## src/sv/cmtc_pkg.sv

```systemverilog
// Shared types and constants for the masked CAN trigger counter.
`timescale 1ns / 1ps
`default_nettype none

package cmtc_pkg;

  localparam int RULE_SLOTS_DEF = 32;
  localparam int MAX_CHECKED    = 32;
  localparam int CNT_W          = 6;
  localparam int SLOT_W         = 5;
  localparam int ID_W           = 29;
  localparam int DLC_W          = 4;
  localparam int DATA_W         = 64;
  localparam int BYTES          = 8;
  localparam int NEED_W         = 8;
  localparam int WIN_W          = 16;
  localparam int TIME_W         = 32;

  typedef struct packed {
    logic [ID_W-1:0]   ident;
    logic [DATA_W-1:0] pattern;
    logic [DATA_W-1:0] mask;
    logic [NEED_W-1:0] needed;
    logic [WIN_W-1:0]  window;
  } rule_t;

  typedef struct packed {
    logic [ID_W-1:0]   ident;
    logic [DLC_W-1:0]  dlc;
    logic [DATA_W-1:0] data;
    logic [TIME_W-1:0] now;
  } frame_t;

  typedef struct packed {
    logic              hit;
    logic              expired;
    logic [SLOT_W-1:0] slot;
    logic [NEED_W-1:0] count;
    logic [TIME_W-1:0] start;
    logic [NEED_W-1:0] needed;
  } upd_t;

endpackage

`default_nettype wire

```

## src/sv/cmtc_match.sv

```systemverilog
// Shared compare unit: identifier, masked data and window age, one rule per cycle while en.
`timescale 1ns / 1ps
`default_nettype none

module cmtc_match #(
  parameter int IDX_W = 5
) (
  input  wire                            clk,
  input  wire                            en,
  input  cmtc_pkg::frame_t               frame,
  input  cmtc_pkg::rule_t                rule,
  input  wire [cmtc_pkg::NEED_W-1:0]     count,
  input  wire [cmtc_pkg::TIME_W-1:0]     start,
  input  wire [cmtc_pkg::SLOT_W-1:0]     slot_in,
  input  wire [IDX_W-1:0]                addr_in,
  output cmtc_pkg::upd_t                 upd,
  output logic [IDX_W-1:0]               addr_out
);

  localparam int DW = cmtc_pkg::DLC_W;
  localparam int TW = cmtc_pkg::TIME_W;

  logic [cmtc_pkg::BYTES-1:0]  byte_en;
  logic [cmtc_pkg::DATA_W-1:0] sel;
  logic [TW-1:0]               age;
  logic                        id_eq;
  logic                        data_eq;
  logic                        expired;

  // Bytes at or above the data length code take no part in the compare.
  always_comb begin
    for (int i = 0; i < cmtc_pkg::BYTES; i++) begin
      byte_en[i]    = frame.dlc > DW'(i);
      sel[8*i +: 8] = {8{byte_en[i]}};
    end
    id_eq   = frame.ident == rule.ident;
    data_eq = ((frame.data ^ rule.pattern) & rule.mask & sel) == '0;
    age     = frame.now - start;
    expired = age > TW'(rule.window);
  end

  always_ff @(posedge clk) begin
    if (en) begin
      upd.hit     <= id_eq && data_eq;
      upd.expired <= expired;
      upd.slot    <= slot_in;
      upd.count   <= count;
      upd.start   <= start;
      upd.needed  <= rule.needed;
      addr_out    <= addr_in;
    end
  end

endmodule

`default_nettype wire

```

## config.mk

```make
export PLATFORM = sky130hd
export DESIGN_NAME = cmtc_match
export DESIGN_NICKNAME = d
export VERILOG_FILES = /design/src/sv/cmtc_pkg.sv /design/src/sv/cmtc_match.sv
export SDC_FILE = /design/constraint.sdc
export NUM_CORES = 1
export LEC_CHECK = 0
export BUFFER_PORTS_ARGS = -buffer_cell sky130_fd_sc_hd__buf_2
export CELL_PAD_IN_SITES_DETAIL_PLACEMENT = 1
export CELL_PAD_IN_SITES_GLOBAL_PLACEMENT = 2
export CORE_UTILIZATION = 21
export CTS_BUF_LIST = sky130_fd_sc_hd__clkbuf_8 sky130_fd_sc_hd__clkbuf_16
export DETAILED_ROUTE_END_ITERATION = 16
export PLACE_DENSITY_LB_ADDON = 0.12
export SYNTH_ARGS = -nofsm -noshare
export SYNTH_HDL_FRONTEND = slang
export SYNTH_SLANG_ARGS = --single-unit
```

## constraint.sdc

```tcl
create_clock -name clk -period 4.9 [get_ports clk]
set_input_delay 0.735 -clock clk [delete_from_list [all_inputs] [get_ports clk]]
set_output_delay 0.735 -clock clk [all_outputs]
set_load 0.005 [all_outputs]
```

### Word level (Yosys, flattened, before mapping)

Index checks and enable logic that the tools add are counted.

* eq/ne operators: 1
* bitwise logic cells: 3
* reductions and logical operators: 2
* order comparisons: 9
* add/sub/neg operators: 1

Operator list (count)
* $and A64 B64 Y64: 2
* $logic_not A64 Y1: 1
* $xor A64 B64 Y64: 1
* $gt A32 B16 Y1: 1
* $sub A32 B32 Y32: 1
* $eq A29 B29 Y1: 1
* $gt A4 B3 Y1 const B: 4
* $gt A4 B1 Y1 const B: 2
* $gt A4 B2 Y1 const B: 2
* $logic_and A1 B1 Y1: 1

* output and inout bits: 60
* register bits: 60

### Logic depth before layout (Yosys ltp)

Gate-level depths: netlist of the first run.

* depth in word-level cells: 5
* mapped depth: 20

### Worst setup path before layout of the first run

Ideal clock, no wire load.

* path type: input port to flip-flop
* from: input port start[1] (netlist name)
* to: register upd[53] (netlist name) (data pin)
* stages on the path: 20
* slack: 0.944 ns
* buffers on the path: 0
* arrival: 3.685 ns
* data required time: 4.629 ns
* cells stage by stage: inv_1 -> ha_1 -> nor2b_1 -> o31a_1 -> o221a_2 -> o21ai_0 -> nand2b_1 -> a21o_1 -> a21oi_1 -> xnor2_1 -> ha_1 -> a21o_1 -> nand3_1 -> a21oi_1 -> a211oi_1 -> a21oi_1 -> nor4_1 -> nand4_1 -> nor4_1 -> nand4_1

* longest elaborated chain between the ends: 2

Ends and longest elaborated chain
* start, declared: line cmtc_match.sv:13 `input wire [cmtc_pkg::TIME_W-1:0] start,`
* $sub A32 B32 Y32: line cmtc_match.sv:38 `age = frame.now - start;`
* $gt A32 B16 Y1: line cmtc_match.sv:39 `expired = age > TW'(rule.window);`
* net expired: line cmtc_match.sv:28 `logic expired;`
* end, declared: line cmtc_match.sv:16 `output cmtc_pkg::upd_t upd,`

The timed path passes the listed nets, and every way through them passes these cells.
A chain may end at the register's enable or synchronous reset.

### Worst setup path in the final report of the first run

Same ends and word-level chain as after synthesis.

==> results of run 1 <==
## stage by stage
step	util [%]	cells
after floorplan	-	562
after global placement	31.2	1306
after detailed placement	31.2	1306
after CTS	32.4	1322
after global routing	32.5	1329
final	32.5	1335
## Yosys cell counts (2+ instances only)
cell type	number	area, sq um
sky130_fd_sc_hd__a211oi_1	3	22.5
sky130_fd_sc_hd__a21o_1	9	67.6
sky130_fd_sc_hd__a21oi_1	36	180
sky130_fd_sc_hd__a21oi_2	3	26.3
sky130_fd_sc_hd__a21oi_4	2	32.5
sky130_fd_sc_hd__a22oi_1	33	248
sky130_fd_sc_hd__a31oi_1	8	50.1
sky130_fd_sc_hd__and3_1	4	25.0
sky130_fd_sc_hd__buf_2	3	15.0
sky130_fd_sc_hd__buf_6	4	45.0
sky130_fd_sc_hd__edfxtp_1	60	1800
sky130_fd_sc_hd__ha_1	47	588
sky130_fd_sc_hd__inv_1	54	203
sky130_fd_sc_hd__mux2i_1	3	30.0
sky130_fd_sc_hd__nand2_1	23	86.3
sky130_fd_sc_hd__nand2b_1	5	31.3
sky130_fd_sc_hd__nand3_1	12	60.1
sky130_fd_sc_hd__nand4_1	20	125
sky130_fd_sc_hd__nor2_1	22	82.6
sky130_fd_sc_hd__nor2b_1	5	31.3
sky130_fd_sc_hd__nor3_1	13	65.1
sky130_fd_sc_hd__nor4_1	8	50.1
sky130_fd_sc_hd__o2111ai_1	3	26.3
sky130_fd_sc_hd__o211ai_1	4	30.0
sky130_fd_sc_hd__o211ai_2	2	25.0
sky130_fd_sc_hd__o21a_1	4	30.0
sky130_fd_sc_hd__o21ai_0	19	95.1
sky130_fd_sc_hd__o21ai_1	2	10.0
sky130_fd_sc_hd__o21ai_2	3	26.3
sky130_fd_sc_hd__o21bai_1	2	15.0
sky130_fd_sc_hd__o31ai_1	4	30.0
sky130_fd_sc_hd__o41ai_2	2	32.5
sky130_fd_sc_hd__or4_1	2	15.0
sky130_fd_sc_hd__xnor2_1	21	184
sky130_fd_sc_hd__xor2_1	96	841
## critical path, stage by stage
cell	delay, ns
sky130_fd_sc_hd__buf_2	0.12
sky130_fd_sc_hd__inv_1	0.05
sky130_fd_sc_hd__ha_1	0.25
sky130_fd_sc_hd__nor2b_1	0.14
sky130_fd_sc_hd__o31a_1	0.29
sky130_fd_sc_hd__o221a_2	0.29
sky130_fd_sc_hd__o21ai_0	0.15
sky130_fd_sc_hd__nand2b_1	0.10
sky130_fd_sc_hd__a21o_1	0.18
sky130_fd_sc_hd__a21oi_1	0.17
sky130_fd_sc_hd__xnor2_1	0.17
sky130_fd_sc_hd__ha_1	0.28
sky130_fd_sc_hd__a21o_1	0.16
sky130_fd_sc_hd__nand3_1	0.08
sky130_fd_sc_hd__a21oi_1	0.07
sky130_fd_sc_hd__a211oi_1	0.23
sky130_fd_sc_hd__a21oi_1	0.10
sky130_fd_sc_hd__nor4_1	0.20
sky130_fd_sc_hd__nand4_1	0.13
sky130_fd_sc_hd__nor4_1	0.21
sky130_fd_sc_hd__nand4_1	0.12
## power groups by stage
stage	sequential, mW	clock (mW)	combinational (mW)
2_1_floorplan	0.636	0	0.355
3_3_place_gp	0.627	0	0.672
3_5_place_dp	0.629	0	0.673
4_1_cts	0.619	0.682	0.677
5_1_grt	0.622	0.697	0.746
6_report	0.618	0.650	0.666
## cells in the final DEF (no fill, tap or decap), types with 9 or more instances in the layout
master | Yosys | layout
sky130_fd_sc_hd__nand2_1 | 23 | 23
sky130_fd_sc_hd__a22oi_1 | 33 | 33
sky130_fd_sc_hd__nor2_1 | 22 | 22
sky130_fd_sc_hd__nor3_1 | 13 | 13
sky130_fd_sc_hd__xor2_1 | 96 | 96
sky130_fd_sc_hd__diode_2 | 0 | 13
sky130_fd_sc_hd__inv_1 | 54 | 54
sky130_fd_sc_hd__a21oi_1 | 36 | 36
sky130_fd_sc_hd__nand3_1 | 12 | 12
sky130_fd_sc_hd__o21ai_0 | 19 | 19
sky130_fd_sc_hd__clkbuf_16 | 0 | 9
sky130_fd_sc_hd__xnor2_1 | 21 | 21
sky130_fd_sc_hd__a21o_1 | 9 | 9
sky130_fd_sc_hd__buf_2 | 3 | 421
sky130_fd_sc_hd__edfxtp_1 | 60 | 60
sky130_fd_sc_hd__nand4_1 | 20 | 20
sky130_fd_sc_hd__ha_1 | 47 | 47
## flip-flops by register name, indices dropped and copies added, names as in the netlist
name      cells
upd          55
addr_out      5
## kinds of logic after synthesis
| group | after synthesis |
|---|---|
| AOI/OAI and AO/OA | 149 |
| and+or+nand+nor | 123 |
| xor gates and xnor gates | 117 |
| buffers and inverters | 62 |
| DFF | 60 |
| adders and majority gates | 48 |
| muxes | 3 |
## area by class of cell
type                            instances  area [sq um]  share of cell area (%)
Sequential cell                        60          1800                    21.9
Inverter                               54           203                    2.46
Clock buffer                            9           225                    2.73
Multi-Input combinational cell        440          3380                    41.0
Clock inverter                          7          75.1                   0.911
Timing Repair Buffer                  422          2110                    25.7
Tap cell                              330           413                    5.01
Antenna cell                           13          32.5                   0.395
## worst paths after layout
path | start | to | slack (ns) | cells past startpoint
hold / removal | rule[18] | upd[2]$_DFFE_PP_ | 0.57 | 1
setup / recovery | start[1] | upd[53]$_DFFE_PP_ | 0.74 | 21
## metal layers
metal  wire [microns]  global-route usage (%)  vias up
li1                 -                       -     2945
met5               52                       0        -
met2            13100                    34.1      214
met4              298                    4.63        8
met3             2150                    6.81       23
met1             9380                    19.8     2682
==> impl_results.md, run 1 <==
- Outcome: finished clean
- Routed WL: 25000 microns
- CTS buffer count: 9
- Setup repair after global routing missed its margin: false
- Max clock buf depth: 2
- Startpoint type of the worst setup path: input pin
- Count of different cell masters after synthesis: 56
- Final Hold Fails: 0
- Final count of negative-setup-slack endpoints: 0
- Layout cell share with drive strength beyond 1: 46.4%
- Data arrival, critical path: 4.23 ns
- Final ANT Viol Nets: 0
- Cell-internal power: 1.33 mW
- First-pass GRT wire length: 36200 microns
- All-layer global routing usage: 18.5%
- Flip-flop cell with the highest count after synthesis: sky130_fd_sc_hd__edfxtp_1
- Clock Power Share: 33.6%
- Final setup slack of the worst path: 0.740 ns
- Vias per Instance: 4.40
- Switching power: 0.608 mW
- Via count of the first global-routing pass: 6158
- F_max: 0.240 GHz
- Arithmetic-cell share of the synthesized area counting full adders, half adders and majority gates: 11.2%
- Detailed router's first-iteration violation count: 180
- Combinational Power Share: 34.4%
- Instance area at placement: 7910 sq um
- Power share of the sequential group: 32.0%
- Worst Setup Path Type: in -> reg
- TNS Setup: 0 ns
- Initial Util: 21.5%
- Vias: 5872
- Number of inserted filler cells in the final layout: 3111
- Number of antenna violations at the first check in global routing: 17
- Final cell area excluding filler cells: 8240 sq um
- Setup repair bufs after CTS: 0
- Post-synthesis register bit count: 60
- Power per unit of standard cell area: 235 nW/um^2
- Largest voltage drop on the vdd net: 0.000134 V
- Die Outline Area: 26600 sq um
- Overall Power: 1.93 mW
- Share of synthesized flip-flops with an asynchronous set or reset: 0%
- Aggregate global routing overflow: 0
- Ys Warns: 0
- Dpl hpwl: 22600 microns
- EDFF count, synth: 60
- Standby leakage power: 4.06 nW
- Fraction of synthesized cell area in xor and xnor cells: 18.8%
- Layout area overhead: 51.3%
- Tightest hold margin: 0.569 ns
- Die Y-Extent: 163 microns
- Critical path capture point type: flip-flop
- Count of pins on the block boundary: 422
- CTS Hold Bufs: 0
- Sequential-to-total area share from yosys stat: 33.1%
- Post-Synthesis Net Count: 972
- Port-buffer cells: 421
- Largest family of logic cells by synthesized area: compound AO/OA/AOI/OAI gates
- First-pass iteration count of the detailed router: 4
- Number of nets in the layout: 1397
- Largest fanout on the critical path: 4
- Mean routed wirelength per cell: 18.7 microns
- Syn Inst Count: 562
- Clock-pin slew reported for the worst setup and hold paths after clock tree synthesis: 0.06 ns
- Synthesized-area fraction occupied by ao, oa, aoi and oai cells: 19.6%
- Multiplexer area fraction after synthesis: 0.551%
- Cts repair resizes: 0
- Area of the core region: 25300 sq um
- Pin count of the biggest net entering global routing: 50
- Critical path data required time: 4.97 ns
- Fin. max-slew vios: 0
- Avg Synthesized Cell Area: 9.69 sq um
- Clock H-tree levels: 3
- Count of standard-cell rows: 58
- Drt drc: 0
- CTS tree: done
- Die X: 163 microns
- Count of maximum capacitance violations: 0
- Final worst-path cycle share: 84.9%
- Switching share of power: 31.4%
- Final estimated routing congestion in global placement: 0.850
- Area share of and/or/nand/nor cells after synthesis: 11.9%
- Setup WS pre-CTS: 0.397 ns
- Sink Count: 60
- Root cell of the clock tree: sky130_fd_sc_hd__clkbuf_16
- Transition time at the pin with the least slew margin: 0.646 ns
- Tightest slew margin relative to the limit: 56.9%
- Min Clock Period, post-route: 4.16 ns
- Area of the mapped netlist: 5450 sq um
- Path class of the lowest-slack min-delay path: in -> reg
No activity file was read; power rests on OpenSTA's default activity.
==> run 2: changes to the inputs <==
==> constraint.sdc (replaced) <==
create_clock -name clk -period 3.97 [get_ports clk]
set_input_delay 0.5955 -clock clk [delete_from_list [all_inputs] [get_ports clk]]
set_output_delay 0.5955 -clock clk [all_outputs]
set_load 0.005 [all_outputs]
==> run 2 against run 1 <==
  * Flip-flop and latch count unchanged
  * Highest routed layer unchanged
  * Non-clock buffer count increased by 27
  * Global-route usage increased by 0.58 points
  * Setup slack got worse by 0.47 ns
  * Clock-buffer cell count unchanged
  * Wire length increased by 1.9%
  * Sequential share of layout area decreased by 0.59 points
  * Worst hold slack got worse by 0.14 ns
  * Via count increased by 2.2%
  * Largest power group unchanged
  * Critical endpoint unchanged
  * Utilization increased by 0.91 points
==> impl_results.md, run 2 (same netlist as run 1, synthesis figures left out) <==
- Outcome: finished clean
- Critical path capture point type: flip-flop
- Non-Filler Instances: 1363
- Fin. max-slew vios: 0
- Buf+Inv Stages, Crit Path: 2
- Cell count of the worst hold path: 1
- Worst Setup Path Type: in -> reg
- End-of-flow core utilization: 33.5%
- Critical path data required time: 4.05 ns
- Startpoint type of the worst setup path: input pin
- Count of standard-cell rows: 58
- Count of placed standard cells including taps: 1333
- Via count of the first global-routing pass: 6468
- Count of pins on the block boundary: 422
- Instance area at placement: 8110 sq um
- TNS Setup: 0 ns
- Final worst-path cycle share: 93.3%
- Setup WS pre-CTS: -0.300 ns
- Vias: 6001
- CTS buffer count: 9
- Worst path top cell family by delay: compound AO/OA/AOI/OAI gates
- All-layer global routing usage: 19.1%
- Data arrival, critical path: 3.78 ns
- Final Hold Fails: 0
- Commonest cells after routing, fill and taps aside: 421 x sky130_fd_sc_hd__buf_2, 96 x sky130_fd_sc_hd__xor2_1, 60 x sky130_fd_sc_hd__edfxtp_1
- Drt drc: 0
- Peak-usage layer in the global routing report: met2
- Clock H-tree levels: 3
- Overall Power: 2.44 mW
- Min Clock Period, post-route: 3.70 ns
- Top Registers: upd x55, addr_out x5
- Final ANT Viol Nets: 0
- Critical-path top delay cell: sky130_fd_sc_hd__o221a_2
- Largest voltage drop on the vdd net: 0.000177 V
- Path class of the lowest-slack min-delay path: in -> reg
- Standby leakage power: 4.19 nW
- Critical hold path startpoint: rule[18]
- Tightest slew margin relative to the limit: 50.2%
- Final cell area excluding filler cells: 8470 sq um
- CTS Hold Bufs: 0
- Layout cell share with drive strength beyond 1: 48.3%
- Layout area overhead: 55.6%
- Count of maximum capacitance violations: 0
- CTS tree: done
- GRT met1 Usage: 21.0%
- Reg with most FFs: upd
- Number of antenna violations at the first check in global routing: 17
- Fraction of met3 tracks used by global routing: 5.59%
- First-pass iteration count of the detailed router: 4
- Power per unit of standard cell area: 288 nW/um^2
- Die Outline Area: 26600 sq um
- Final setup slack of the worst path: 0.266 ns
- Tightest hold margin: 0.432 ns
- Commonest non-fill, non-tap cell in the layout: sky130_fd_sc_hd__buf_2
- Transition time at the pin with the least slew margin: 0.747 ns
- Pin count of the biggest net entering global routing: 35
- Root cell of the clock tree: sky130_fd_sc_hd__clkbuf_16
- Final estimated routing congestion in global placement: 0.858
- Aggregate global routing overflow: 0
- F_max: 0.270 GHz
- Sink Count: 60
- Critical-path cell list: buf_2 -> inv_1 -> ha_1 -> nor2b_1 -> o31a_1 -> o221a_2 -> o21ai_1 -> nand2b_1 -> a21o_1 -> a21oi_2 -> xnor2_1 -> ha_1 -> a21o_1 -> nand3_1 -> a21oi_1 -> a211oi_2 -> a21oi_1 -> nor4_2 -> nand4_1 -> nor4_2 -> nand4_1
- Max clock buf depth: 2
- Dpl hpwl: 23000 microns
- Detailed router's first-iteration violation count: 192
- Max FFs per register: 55
- Critical path's largest stage delay: 0.27 ns
- Mean routed wirelength per cell: 18.7 microns
- Vias per Instance: 4.40
- Routed WL: 25500 microns
- Largest fanout on the critical path: 2
- Worst hold endpoint: upd[2]$_DFFE_PP_
- Port-buffer cells: 421
- Die Y-Extent: 163 microns
- Initial Util: 21.5%
- Clock-pin slew reported for the worst setup and hold paths after clock tree synthesis: 0.06 ns
- Area of the core region: 25300 sq um
- Final count of negative-setup-slack endpoints: 0
- Die X: 163 microns
- First-pass GRT wire length: 37300 microns
- Number of inserted filler cells in the final layout: 3099
- Number of nets in the layout: 1424
- Met2 GRT Util: 35.3%
==> run 2: worst max path at each step <==
stage / end / depth (start not counted) / from
floorplan: upd[53]$_DFFE_PP_ / 20 / start[1]
global placement: upd[53]$_DFFE_PP_ / 21 / start[1]
detailed placement: upd[53]$_DFFE_PP_ / 21 / start[1]
CTS: upd[53]$_DFFE_PP_ / 21 / start[1]
global route: upd[53]$_DFFE_PP_ / 18 / frame[0]
finish: upd[53]$_DFFE_PP_ / 21 / start[1]
==> run 2: what timing repair did <==
action / 4_1_cts / 5_1_grt
resized for setup: 0 / 7
setup buffers: 0 / 0
endpoints found under the setup margin: 0 / 1
==> run 2: final cells by class <==
type                    instances  area (sq um)  share of cell area [%]
diodes                         14          35.0                   0.413
clock buffers                   9           225                    2.66
well taps                     330           413                    4.87
inverters                      54           203                    2.39
flip-flops and latches         60          1800                    21.3
multi-input cells             440          3400                    40.2
repair buffers                449          2320                    27.3
clock inverters                 7          75.1                   0.886
==> run 2: report_power, final <==
part,total (mW),switching (mW),internal [mW]
Clock,0.811,0.321,0.490
Combinational,0.867,0.443,0.424
Sequential,0.763,0.0104,0.752
==> run 2: per-layer routing <==
layer,share of wire [%],up-vias
li1,-,3003
met1,39,2748
met2,52,225
met3,7.8,19
met4,1.5,6
met5,0.16,-
==> run 3: changes to the inputs <==
--- a/config.mk
+++ b/config.mk
@@ -11,7 +11,7 @@
 export CORE_UTILIZATION = 21
 export CTS_BUF_LIST = sky130_fd_sc_hd__clkbuf_8 sky130_fd_sc_hd__clkbuf_16
 export DETAILED_ROUTE_END_ITERATION = 16
-export PLACE_DENSITY_LB_ADDON = 0.12
+export PLACE_DENSITY_LB_ADDON = 0.1
 export SYNTH_ARGS = -nofsm -noshare
 export SYNTH_HDL_FRONTEND = slang
 export SYNTH_SLANG_ARGS = --single-unit
==> run 3 against run 2 <==
  * Clock power is 3.6% lower
  * Sequential power about the same
  * Global-route usage fell by 0.36 points
  * Die area stayed put
  * Via count down 0.17%
  * Clock-buffer cell count unchanged
  * Maximum frequency fell by 1.4%
  * Setup slack lost 0.051 ns
  * Total power fell by 0.11%
  * Critical endpoint unchanged
  * Largest cell class unchanged
==> impl_results.md, run 3 (same netlist as run 1, synthesis figures left out) <==
- Vias per Instance: 4.39
- Drt drc: 0
- Detailed router's first-iteration violation count: 97
- Tightest hold margin: 0.432 ns
- Via count of the first global-routing pass: 6473
- Combinational Power Share: 36.6%
- Critical hold path startpoint: count[0]
- Power per unit of standard cell area: 284 nW/um^2
- Data arrival, critical path: 3.83 ns
- Overall Power: 2.44 mW
- Outcome: finished clean
- Final ANT Viol Nets: 0
- Cell-internal power: 1.67 mW
- Die X: 163 microns
- Commonest cells after routing, fill and taps aside: 420 x sky130_fd_sc_hd__buf_2, 96 x sky130_fd_sc_hd__xor2_1, 60 x sky130_fd_sc_hd__edfxtp_1
- Area of the core region: 25300 sq um
- Pin count of the biggest net entering global routing: 34
- Detailed-routed wire length on met3: 2020 microns
- Number of antenna violations at the first check in global routing: 17
- Count of maximum capacitance violations: 0
- Mean routed wirelength per cell: 18.4 microns
- Count of pins on the block boundary: 422
- Standby leakage power: 4.22 nW
- Tightest slew margin relative to the limit: 44.0%
- Initial Util: 21.5%
- Final estimated routing congestion in global placement: 0.898
- First-pass GRT wire length: 36600 microns
- Layout cell share with drive strength beyond 1: 49.5%
- Non-Filler Instances: 1365
- Die Y-Extent: 163 microns
- Clock Power Share: 32.1%
- Final worst-path cycle share: 94.6%
- Port-buffer cells: 421
- Area taken by multi-input logic gates: 3480 sq um
- Vias: 5991
- CTS buffer count: 9
- F_max: 0.266 GHz
- Path class of the lowest-slack min-delay path: in -> reg
- Final count of negative-setup-slack endpoints: 0
- Reg with most FFs: upd
- Root cell of the clock tree: sky130_fd_sc_hd__clkbuf_16
- Cell count of the worst hold path: 1
- All-layer global routing usage: 18.7%
- Final Hold Fails: 0
- Switching power: 0.764 mW
- Die Outline Area: 26600 sq um
- Largest voltage drop on the vdd net: 0.000165 V
- CTS tree: done
- Layout area overhead: 57.4%
- Top Registers: upd x55, addr_out x5
- Worst Setup Path Type: in -> reg
- Aggregate global routing overflow: 0
- Transition time at the pin with the least slew margin: 0.840 ns
- Routed WL: 25100 microns
- Critical path data required time: 4.05 ns
- Startpoint type of the worst setup path: input pin
- Min Clock Period, post-route: 3.75 ns
- Max clock buf depth: 2
- Number of nets in the layout: 1426
- Max FFs per register: 55
- Critical path capture point type: flip-flop
- Clock-pin slew reported for the worst setup and hold paths after clock tree synthesis: 0.06 ns
- End-of-flow core utilization: 33.9%
- Commonest non-fill, non-tap cell in the layout: sky130_fd_sc_hd__buf_2
- Count of placed standard cells including taps: 1334
- Count of standard-cell rows: 58
- Largest fanout on the critical path: 2
- First-pass iteration count of the detailed router: 4
- Top layer in use: met5
- Fin. max-slew vios: 0
- Switching share of power: 31.4%
- Number of inserted filler cells in the final layout: 3099
- CP startpoint: start[1]
- Sequential Area: 1800 sq um
- Power share of the sequential group: 31.3%
- Worst hold endpoint: upd[40]$_DFFE_PP_
- CTS Hold Bufs: 0
- Dpl hpwl: 22600 microns
- Setup repair after global routing missed its margin: true
- Routed met1 length: 9510 microns
- Clock H-tree levels: 3
- Sink Count: 60
- Met2 wire length: 13300 microns
## run 3: worst max-delay path, cell delays in order
cell and delay, ns:
sky130_fd_sc_hd__buf_8 0.10, sky130_fd_sc_hd__inv_4 0.05, sky130_fd_sc_hd__ha_4 0.19, sky130_fd_sc_hd__nor2b_4 0.12
sky130_fd_sc_hd__o31a_1 0.32, sky130_fd_sc_hd__o221a_4 0.24, sky130_fd_sc_hd__o21ai_2 0.13, sky130_fd_sc_hd__nand2b_1 0.08
sky130_fd_sc_hd__a21o_1 0.17, sky130_fd_sc_hd__a21oi_2 0.17, sky130_fd_sc_hd__xnor2_2 0.09, sky130_fd_sc_hd__ha_1 0.32
sky130_fd_sc_hd__a21o_1 0.20, sky130_fd_sc_hd__nand3_2 0.06, sky130_fd_sc_hd__a21oi_2 0.06, sky130_fd_sc_hd__a211oi_2 0.17
sky130_fd_sc_hd__a21oi_2 0.09, sky130_fd_sc_hd__nor4_2 0.21, sky130_fd_sc_hd__nand4_1 0.14, sky130_fd_sc_hd__nor4_2 0.22
sky130_fd_sc_hd__nand4_1 0.11
## run 3: per-stage QoR
stage	TNS (ns)	setup WS [ns]	area, sq um
after floorplan	0	0.153	5450
after global placement	-0.137	-0.137	8120
after detailed placement	-0.322	-0.322	8120
after CTS	0	0.0272	8410
after global routing	-0.0352	-0.0352	8560
final	0	0.215	8570
## run 3: power by group through the flow
stage	combinational (mW)	clock, mW	sequential [mW]
final	0.892	0.782	0.763
after global routing	0.995	0.833	0.768
after CTS	0.877	0.815	0.764
after global placement	0.867	0	0.775
after floorplan	0.438	0	0.785
after detailed placement	0.872	0	0.777
## run 3: worst max path at each step
stage                        end  slack, ns  cells after the start
2_1_floorplan  upd[53]$_DFFE_PP_       0.15                     20
3_3_place_gp   upd[53]$_DFFE_PP_      -0.14                     21
3_5_place_dp   upd[53]$_DFFE_PP_      -0.32                     21
4_1_cts        upd[53]$_DFFE_PP_       0.03                     21
5_1_grt        upd[53]$_DFFE_PP_      -0.04                     21
6_report       upd[53]$_DFFE_PP_       0.22                     21
## run 3: area by class of cell
type,instances,area share [%]
Tap cell,330,4.82
Timing Repair Buffer,451,27.3
Clock buffer,9,2.63
Clock inverter,7,0.788
Antenna cell,14,0.409
Sequential cell,60,21.0
Inverter,54,2.39
Multi-Input combinational cell,440,40.6
## run 3: what timing repair did
| action | in CTS | in global routing |
|---|---|---|
| setup buffers | 0 | 1 |
| gates resized for setup | 0 | 25 |
| endpoints found under the setup margin | 0 | 1 |
## run 3: routing by layer
layer	vias to the layer above	GRT usage, %
li1	3003	-
met1	2735	20.2
met2	226	34.0
met3	21	6.17
met4	6	6.67
met5	-	0
